[src/design/rhc_pkg.sv]
// Package for the RGB to HSL converter: field widths, pipeline widths,
// the hue sector code and the record passed from the front end to the dividers.
// No dependencies.
package rhc_pkg;

    localparam int CH_W   = 8;   // one color channel or alpha
    localparam int HUE_W  = 13;  // hue in 1/16 degree
    localparam int PCT_W  = 14;  // saturation and lightness in 1/128 percent
    localparam int NUM_W  = 23;  // dividend width of both divisions
    localparam int DEN_W  = 9;   // divisor width of both divisions
    localparam int QUO_W  = 14;  // quotient bits produced by each divider

    localparam logic [QUO_W-1:0] HUE_TURN = QUO_W'(5760);

    typedef logic [CH_W-1:0]  chan_t;
    typedef logic [HUE_W-1:0] hue_t;
    typedef logic [PCT_W-1:0] pct_t;

    // Which channel holds the maximum; ties go to red, then green.
    typedef enum logic [2:0] {
        SEC_RED   = 3'b001,
        SEC_GREEN = 3'b010,
        SEC_BLUE  = 3'b100
    } sector_t;

    // Everything the two dividers and the output stage need for one pixel.
    typedef struct packed {
        logic             valid;
        logic             grey;
        logic [NUM_W-1:0] sat_num;
        logic [DEN_W-1:0] sat_den;
        logic [NUM_W-1:0] hue_num;
        logic [DEN_W-1:0] hue_den;
        pct_t             lightness;
        chan_t            alpha;
    } front_t;

endpackage

[src/design/rgb_to_hsl_converter.sv]
// RGB to HSL converter, top level.
// From the start transfer to the done strobe a pixel passes 3 front-end
// stages, 14 divider stages of one quotient bit each and 1 output register.
// Throughput: one pixel per cycle; busy is always low and results are never held.
// Reset (rst_n, asynchronous, active low) clears every valid bit; pixels in
// flight are dropped and no done strobe follows until a new start.
module rgb_to_hsl_converter (
    input  logic           clk,
    input  logic           rst_n,
    input  logic           start,
    output logic           busy,
    input  rhc_pkg::chan_t red_in,
    input  rhc_pkg::chan_t green_in,
    input  rhc_pkg::chan_t blue_in,
    input  rhc_pkg::chan_t alpha_in,
    output logic           done,
    output rhc_pkg::hue_t  hue_out,
    output rhc_pkg::pct_t  saturation_out,
    output rhc_pkg::pct_t  lightness_out,
    output rhc_pkg::chan_t alpha_out
);
    import rhc_pkg::*;

    // Every stage advances every cycle and the receiver takes each result in
    // the cycle it appears, so the pipeline never has to refuse a transfer.
    assign busy = 1'b0;

    logic   accept;
    front_t front;

    assign accept = start & ~busy;

    // Front end: max/min and sector, then spread and sum, then the exact
    // lightness and the dividend/divisor pairs for saturation and hue.
    rhc_front u_front (
        .clk      (clk),
        .rst_n    (rst_n),
        .in_valid (accept),
        .red_in   (red_in),
        .green_in (green_in),
        .blue_in  (blue_in),
        .alpha_in (alpha_in),
        .front    (front)
    );

    // Two dividers run in lock step. The saturation divider carries the
    // lightness alongside; the hue divider carries the grey flag and alpha.
    // On a grey pixel the divisors are meaningless, and the grey flag forces
    // both quotients to zero at the output.
    logic                 sat_valid, hue_valid;
    logic [QUO_W-1:0]     sat_quo, hue_quo;
    pct_t                 lig_side;
    logic [CH_W:0]        hue_side;

    rhc_div_pipe #(
        .NUM_W  (NUM_W),
        .DEN_W  (DEN_W),
        .QUO_W  (QUO_W),
        .SIDE_W (PCT_W)
    ) u_sat_div (
        .clk       (clk),
        .rst_n     (rst_n),
        .in_valid  (front.valid),
        .num       (front.sat_num),
        .den       (front.sat_den),
        .side_in   (front.lightness),
        .out_valid (sat_valid),
        .quo       (sat_quo),
        .side_out  (lig_side)
    );

    rhc_div_pipe #(
        .NUM_W  (NUM_W),
        .DEN_W  (DEN_W),
        .QUO_W  (QUO_W),
        .SIDE_W (CH_W + 1)
    ) u_hue_div (
        .clk       (clk),
        .rst_n     (rst_n),
        .in_valid  (front.valid),
        .num       (front.hue_num),
        .den       (front.hue_den),
        .side_in   ({front.grey, front.alpha}),
        .out_valid (hue_valid),
        .quo       (hue_quo),
        .side_out  (hue_side)
    );

    // Output stage: a hue that rounds up to a full turn wraps to zero, and a
    // grey pixel reports zero hue and saturation.
    logic           done_reg, done_next;
    hue_t           hue_reg, hue_next;
    pct_t           sat_reg, sat_next;
    pct_t           lig_reg;
    chan_t          alpha_reg;
    logic [QUO_W-1:0] hue_wrapped;

    always_comb
    begin
        done_next = sat_valid & hue_valid;
        if (hue_quo >= HUE_TURN)
        begin
            hue_wrapped = hue_quo - HUE_TURN;
        end
        else
        begin
            hue_wrapped = hue_quo;
        end
        if (hue_side[CH_W])
        begin
            hue_next = '0;
            sat_next = '0;
        end
        else
        begin
            hue_next = hue_wrapped[HUE_W-1:0];
            sat_next = sat_quo[PCT_W-1:0];
        end
    end

    always_ff @(posedge clk or negedge rst_n)
    begin
        if (!rst_n)
        begin
            done_reg <= 1'b0;
        end
        else
        begin
            done_reg <= done_next;
        end
    end

    always_ff @(posedge clk)
    begin
        hue_reg   <= hue_next;
        sat_reg   <= sat_next;
        lig_reg   <= lig_side;
        alpha_reg <= hue_side[CH_W-1:0];
    end

    assign done           = done_reg;
    assign hue_out        = hue_reg;
    assign saturation_out = sat_reg;
    assign lightness_out  = lig_reg;
    assign alpha_out      = alpha_reg;

endmodule

[src/design/rhc_front.sv]
// Front end of the RGB to HSL converter: three register stages that find the
// extremes, the spread and sum, lightness and the two dividend/divisor pairs.
// Depends on rhc_pkg.
module rhc_front (
    input  logic           clk,
    input  logic           rst_n,
    input  logic           in_valid,
    input  rhc_pkg::chan_t red_in,
    input  rhc_pkg::chan_t green_in,
    input  rhc_pkg::chan_t blue_in,
    input  rhc_pkg::chan_t alpha_in,
    output rhc_pkg::front_t front
);
    import rhc_pkg::*;

    // Stage A: extremes, sector and the signed channel difference.
    logic        valid_a_reg;
    chan_t       max_a_reg, max_a_next;
    chan_t       min_a_reg, min_a_next;
    sector_t     sec_a_reg, sec_a_next;
    logic signed [CH_W:0] diff_a_reg, diff_a_next;
    chan_t       alpha_a_reg;

    // Stage B: spread, sum and saturation denominator.
    logic        valid_b_reg;
    chan_t       d_b_reg, d_b_next;
    logic [CH_W:0] s_b_reg, s_b_next;
    chan_t       den_b_reg, den_b_next;
    sector_t     sec_b_reg;
    logic signed [CH_W:0] diff_b_reg;
    chan_t       alpha_b_reg;

    // Stage C: the record handed to the dividers.
    logic        valid_c_reg;
    front_t      front_reg, front_next;

    always_comb
    begin
        if (red_in >= green_in && red_in >= blue_in)
        begin
            sec_a_next  = SEC_RED;
            max_a_next  = red_in;
            diff_a_next = $signed({1'b0, green_in}) - $signed({1'b0, blue_in});
        end
        else if (green_in >= blue_in)
        begin
            sec_a_next  = SEC_GREEN;
            max_a_next  = green_in;
            diff_a_next = $signed({1'b0, blue_in}) - $signed({1'b0, red_in});
        end
        else
        begin
            sec_a_next  = SEC_BLUE;
            max_a_next  = blue_in;
            diff_a_next = $signed({1'b0, red_in}) - $signed({1'b0, green_in});
        end
        min_a_next = red_in;
        if (green_in < min_a_next)
        begin
            min_a_next = green_in;
        end
        if (blue_in < min_a_next)
        begin
            min_a_next = blue_in;
        end
    end

    always_comb
    begin
        d_b_next = max_a_reg - min_a_reg;
        s_b_next = {1'b0, max_a_reg} + {1'b0, min_a_reg};
        if (s_b_next <= (CH_W+1)'(255))
        begin
            den_b_next = s_b_next[CH_W-1:0];
        end
        else
        begin
            den_b_next = CH_W'((CH_W+1)'(510) - s_b_next);
        end
    end

    // Lightness is floor((s*12800 + 255) / 510), split as 25*s plus
    // floor((50*s + 255) / 510); the small quotient is a divide by 255 of
    // half the value, done with the add-and-shift identity.
    logic [14:0]      lig_t;
    logic [13:0]      lig_y;
    logic [13:0]      lig_q;
    logic signed [24:0] diff_ext, prod, d_ext, offset, hue_sum;

    always_comb
    begin
        lig_t = 15'(s_b_reg) * 15'd50 + 15'd255;
        lig_y = lig_t[14:1];
        lig_q = 14'((lig_y + (lig_y >> 8) + 14'd1) >> 8);

        diff_ext = {{(25-CH_W-1){diff_b_reg[CH_W]}}, diff_b_reg};
        d_ext    = $signed({{(25-CH_W){1'b0}}, d_b_reg});
        prod     = diff_ext * 25'sd960;
        case (sec_b_reg)
            SEC_RED:   offset = diff_b_reg[CH_W] ? d_ext * 25'sd5760 : 25'sd0;
            SEC_GREEN: offset = d_ext * 25'sd1920;
            SEC_BLUE:  offset = d_ext * 25'sd3840;
            default:   offset = 25'sd0;
        endcase
        hue_sum = ((prod + offset) <<< 1) + d_ext;

        front_next.valid     = valid_b_reg;
        front_next.grey      = (d_b_reg == '0);
        front_next.sat_num   = NUM_W'(d_b_reg) * NUM_W'(25600) + NUM_W'(den_b_reg);
        front_next.sat_den   = {den_b_reg, 1'b0};
        front_next.hue_num   = hue_sum[NUM_W-1:0];
        front_next.hue_den   = {d_b_reg, 1'b0};
        front_next.lightness = PCT_W'(s_b_reg) * PCT_W'(25) + lig_q;
        front_next.alpha     = alpha_b_reg;
    end

    always_ff @(posedge clk or negedge rst_n)
    begin
        if (!rst_n)
        begin
            valid_a_reg <= 1'b0;
            valid_b_reg <= 1'b0;
            valid_c_reg <= 1'b0;
        end
        else
        begin
            valid_a_reg <= in_valid;
            valid_b_reg <= valid_a_reg;
            valid_c_reg <= valid_b_reg;
        end
    end

    always_ff @(posedge clk)
    begin
        max_a_reg   <= max_a_next;
        min_a_reg   <= min_a_next;
        sec_a_reg   <= sec_a_next;
        diff_a_reg  <= diff_a_next;
        alpha_a_reg <= alpha_in;

        d_b_reg     <= d_b_next;
        s_b_reg     <= s_b_next;
        den_b_reg   <= den_b_next;
        sec_b_reg   <= sec_a_reg;
        diff_b_reg  <= diff_a_reg;
        alpha_b_reg <= alpha_a_reg;

        front_reg   <= front_next;
    end

    always_comb
    begin
        front       = front_reg;
        front.valid = valid_c_reg;
    end

endmodule

[src/design/rhc_div_pipe.sv]
// Pipelined restoring divider, one quotient bit per register stage, with a
// sideband word that travels alongside the operands.
// Depends on nothing; widths come from its parameters.
module rhc_div_pipe #(
    parameter int NUM_W  = 23,
    parameter int DEN_W  = 9,
    parameter int QUO_W  = 14,
    parameter int SIDE_W = 8
) (
    input  logic              clk,
    input  logic              rst_n,
    input  logic              in_valid,
    input  logic [NUM_W-1:0]  num,
    input  logic [DEN_W-1:0]  den,
    input  logic [SIDE_W-1:0] side_in,
    output logic              out_valid,
    output logic [QUO_W-1:0]  quo,
    output logic [SIDE_W-1:0] side_out
);
    // The quotient must fit in QUO_W bits; the remainder never exceeds the
    // dividend, and the divisor is shifted up to QUO_W-1 places.
    localparam int REM_W = (NUM_W > DEN_W + QUO_W) ? NUM_W : DEN_W + QUO_W;

    logic              valid_reg [QUO_W];
    logic [REM_W-1:0]  rem_reg   [QUO_W];
    logic [QUO_W-1:0]  quo_reg   [QUO_W];
    logic [DEN_W-1:0]  den_reg   [QUO_W];
    logic [SIDE_W-1:0] side_reg  [QUO_W];

    for (genvar k = 0; k < QUO_W; k++)
    begin : g_stage
        localparam int BIT = QUO_W - 1 - k;

        logic              valid_cur;
        logic [REM_W-1:0]  rem_cur, rem_next, den_sh;
        logic [QUO_W-1:0]  quo_cur, quo_next;
        logic [DEN_W-1:0]  den_cur;
        logic [SIDE_W-1:0] side_cur;

        if (k == 0)
        begin : g_first
            assign valid_cur = in_valid;
            assign rem_cur   = REM_W'(num);
            assign quo_cur   = '0;
            assign den_cur   = den;
            assign side_cur  = side_in;
        end
        else
        begin : g_rest
            assign valid_cur = valid_reg[k-1];
            assign rem_cur   = rem_reg[k-1];
            assign quo_cur   = quo_reg[k-1];
            assign den_cur   = den_reg[k-1];
            assign side_cur  = side_reg[k-1];
        end

        always_comb
        begin
            den_sh   = REM_W'(den_cur) << BIT;
            quo_next = quo_cur;
            rem_next = rem_cur;
            if (rem_cur >= den_sh)
            begin
                rem_next      = rem_cur - den_sh;
                quo_next[BIT] = 1'b1;
            end
        end

        always_ff @(posedge clk or negedge rst_n)
        begin
            if (!rst_n)
            begin
                valid_reg[k] <= 1'b0;
            end
            else
            begin
                valid_reg[k] <= valid_cur;
            end
        end

        always_ff @(posedge clk)
        begin
            rem_reg[k]  <= rem_next;
            quo_reg[k]  <= quo_next;
            den_reg[k]  <= den_cur;
            side_reg[k] <= side_cur;
        end
    end

    assign out_valid = valid_reg[QUO_W-1];
    assign quo       = quo_reg[QUO_W-1];
    assign side_out  = side_reg[QUO_W-1];

endmodule

[config.mk]
export PLATFORM = sky130hd
export DESIGN_NAME = rgb_to_hsl_converter
export DESIGN_NICKNAME = d
export VERILOG_FILES = /design/src/design/rhc_pkg.sv /design/src/design/rgb_to_hsl_converter.sv /design/src/design/rhc_front.sv /design/src/design/rhc_div_pipe.sv
export SDC_FILE = /design/constraint.sdc
export NUM_CORES = 2
export LEC_CHECK = 0
export BUFFER_PORTS_ARGS = -buffer_cell sky130_fd_sc_hd__buf_2
export CORE_AREA = 2 2 309 311
export CTS_BUF_LIST = sky130_fd_sc_hd__clkbuf_16
export DETAILED_ROUTE_END_ITERATION = 12
export DIE_AREA = 0 0 311 313
export PLACE_DENSITY_LB_ADDON = 0.05
export SKIP_LAST_GASP = 1
export SLEW_MARGIN = 10
export SYNTH_ARGS = -nofsm -noshare
export SYNTH_HDL_FRONTEND = slang
export SYNTH_SLANG_ARGS = --single-unit
[constraint.sdc]
create_clock -name clk -period 12.85 [get_ports clk]
set_input_delay 2.57 -clock clk [delete_from_list [all_inputs] [get_ports clk]]
set_output_delay 2.57 -clock clk [all_outputs]
set_load 0.05 [all_outputs]
==> impl_metrics.json <==
{
  "cp_slowest_cell": "dfxtp_1",
  "yosys_warnings": 0,
  "root_buffer": "clkbuf_16",
  "cts_tree": "done",
  "synthTopCellsByArea": "dfxtp_1 (52%), ha_1 (11%), inv_1 (4.0%), xnor2_1 (3.8%), fa_1 (3.2%)",
  "clk_pin_slew_worst_paths_ns": 0.06,
  "period_needed_ns": 8.60,
  "antenna_found_initial": 0,
  "tns_ns": 0,
  "route.detailed.wl_per_inst_um": 13.5,
  "max-cap-violations": 0,
  "gr-total-overflow": 0,
  "htree_levels": 4,
  "hold_viol": 0,
  "max_freq_mhz": 116,
  "layout_common_cells": "dfxtp_1 (1,338), inv_1 (568), ha_1 (437)",
  "avgViaCountPerCell": 4.93,
  "grtUsageMet3_pct": 3.26,
  "syn_area_per_cell_um2": 10.5,
  "place_congestion": 0.846,
  "ys_async_sr_fraction_pct": 1.33,
  "nets": 5640,
  "required_ns": 13.46,
  "core_area_um2": 94200,
  "die_y_um": 313,
  "first_global_vias": 31759,
  "dieArea_um2": 97300,
  "ys.flop_type": "dfxtp_1",
  "ioPinCount": 86,
  "cts_buffer_depth": 3,
  "fin_hold_ws_ns": 0.309,
  "dpl_cell_area_um2": 53300,
  "hpwl_um": 66600,
  "synth.distinct_cells": 89,
  "final_common_cell": "dfxtp_1",
  "syn2layout_area_growth_pct": 11.9,
  "slew_violations": 0,
  "postSynthNetCount": 5465,
  "min_path_type": "flop to flop",
  "drtIter0Drc": 1282,
  "rsz0062_at_grt": "false",
  "rows": 113,
  "layout-drive-gt1-share_pct": 6.41,
  "synth_area_leader_cell": "dfxtp_1",
  "cts_resized": 0,
  "cts_buffers": 135,
  "max-slew-margin-rel_pct": 26.1,
  "end_kind": "flop",
  "antenna_left": 0,
  "worst_slew_pin_slew_ns": 1.11,
  "holdBufCountCts": 0,
  "busiest_layer": "met2",
  "synth_area_um2": 51500,
  "min_period_over_period_pct": 66.9,
  "grt_usage_pct": 18.2,
  "largest_register_ffs": 295,
  "worst_path_largest_cell_delay_ns": 0.79,
  "grt_max_degree": 34,
  "clkSinkCount": 1356,
  "totalWireLength_um": 87000,
  "clk_latency_ns": 0.73,
  "synthDominantCellAreaShare_pct": 52.0,
  "cp_common_cell": "ha_1",
  "finalSetupViolCount": 0,
  "syn_inst": 4910,
  "ys_seq_elements": 1356,
  "stdcell_area_um2": 57600,
  "clock_skew_ns": 0.0208,
  "synth_edf_count": 0,
  "startpoint_type": "flop",
  "use_met2_pct": 34.7,
  "status": "finished, final reports clean",
  "diodes": 0,
  "grt_util_met1_pct": 20.0,
  "firstDrtPassIters": 5,
  "initial_core_util_pct": 54.7,
  "crit_type": "flop to flop",
  "io_buffers": 84,
  "grt_pass1_wl_um": 147000,
  "vias": 31817,
  "worstPathArrival_ns": 9.20,
  "drc": 0,
  "cts_setup_buffers": 0,
  "ys_seq_area_share_pct": 52.9,
  "crit_path_max_fanout": 14,
  "die_w_um": 311
}
-- final cells by class --
type,instances,area [um2]
Inverter,551,2070
Sequential cell,1356,27200
Clock buffer,138,3450
Multi-Input combinational cell,2948,22000
Clock inverter,107,808
Fill cell,7911,36600
Tap cell,1265,1580
Timing Repair Buffer,93,488
-- metal layers --
layer  vias up  wire [um]
li1      16819          -
met1     14488      36400
met2       331      45400
met3       179       2440
met4         0       2690
met5         -          0
-- cell families after synthesis --
| kind of cell | count (synthesis) | share of synthesized area [%] |
|---|---|---|
| flops | 1356 | 52.9 |
| other cells | 1 | 0.00729 |
| compound gates | 784 | 9.31 |
| buf+inv | 606 | 4.44 |
| simple gates | 1217 | 12.0 |
| fa+ha+maj | 521 | 13.9 |
| mux | 39 | 0.793 |
| xor+xnor | 386 | 6.67 |
-- worst max-delay path, delay by kind of cell (launching register included) --
| kind | cells | cell delay (ns) |
|---|---|---|
| adders and majority gates | 9 | 3.22 |
| and+or+nand+nor | 7 | 1.26 |
| xor gates and xnor gates | 3 | 1.01 |
| AOI/OAI and AO/OA | 10 | 1.79 |
| DFF | 1 | 0.79 |
| buffers and inverters | 5 | 0.41 |
-- path summary, 6_finish.rpt --
kind / startpoint / end / slack [ns] / cells past startpoint
setup reg to reg: u_front.d_b_reg[0]$_DFF_P_ / u_front.front[21]$_DFF_P_ / 4.25 / 34
hold / removal: u_hue_div.quo_reg[9][12]$_DFF_P_ / u_hue_div.quo_reg[10][12]$_DFF_P_ / 0.31 / 0
hold reg to reg: u_hue_div.quo_reg[9][12]$_DFF_P_ / u_hue_div.quo_reg[10][12]$_DFF_P_ / 0.31 / 0
max in group asynchronous: rst_n / u_hue_div.out_valid$_DFF_PN0_ / 10.80 / 1
min in group asynchronous: rst_n / u_hue_div.g_stage[8].valid_cur$_DFF_PN0_ / 1.77 / 1
setup / recovery: u_front.d_b_reg[0]$_DFF_P_ / u_front.front[21]$_DFF_P_ / 4.25 / 34
-- through the flow --
| stage | utilization [%] | cells | worst slack (ns) |
|---|---|---|---|
| final | 61.2 | 6458 | 4.25 |
| after global routing | 61.2 | 6458 | 3.50 |
| after floorplan | - | 4910 | 5.43 |
| after CTS | 61.2 | 6458 | 4.15 |
| after global placement | 56.6 | 6213 | 4.23 |
| after detailed placement | 56.6 | 6213 | 4.16 |
-- cell usage after synthesis (all sizes together), types with 83 or more instances --
master	n
dfxtp	1338
nor2b	108
o21ai	237
xor2	161
a21oi	239
nor3	94
fa	83
inv	551
nor2	307
nand2	289
xnor2	222
ha	437
a21o	84
Power is left out: the tool's default activity adds up to more than one toggle a clock period on the data nets, which glitch-free logic cannot reach.
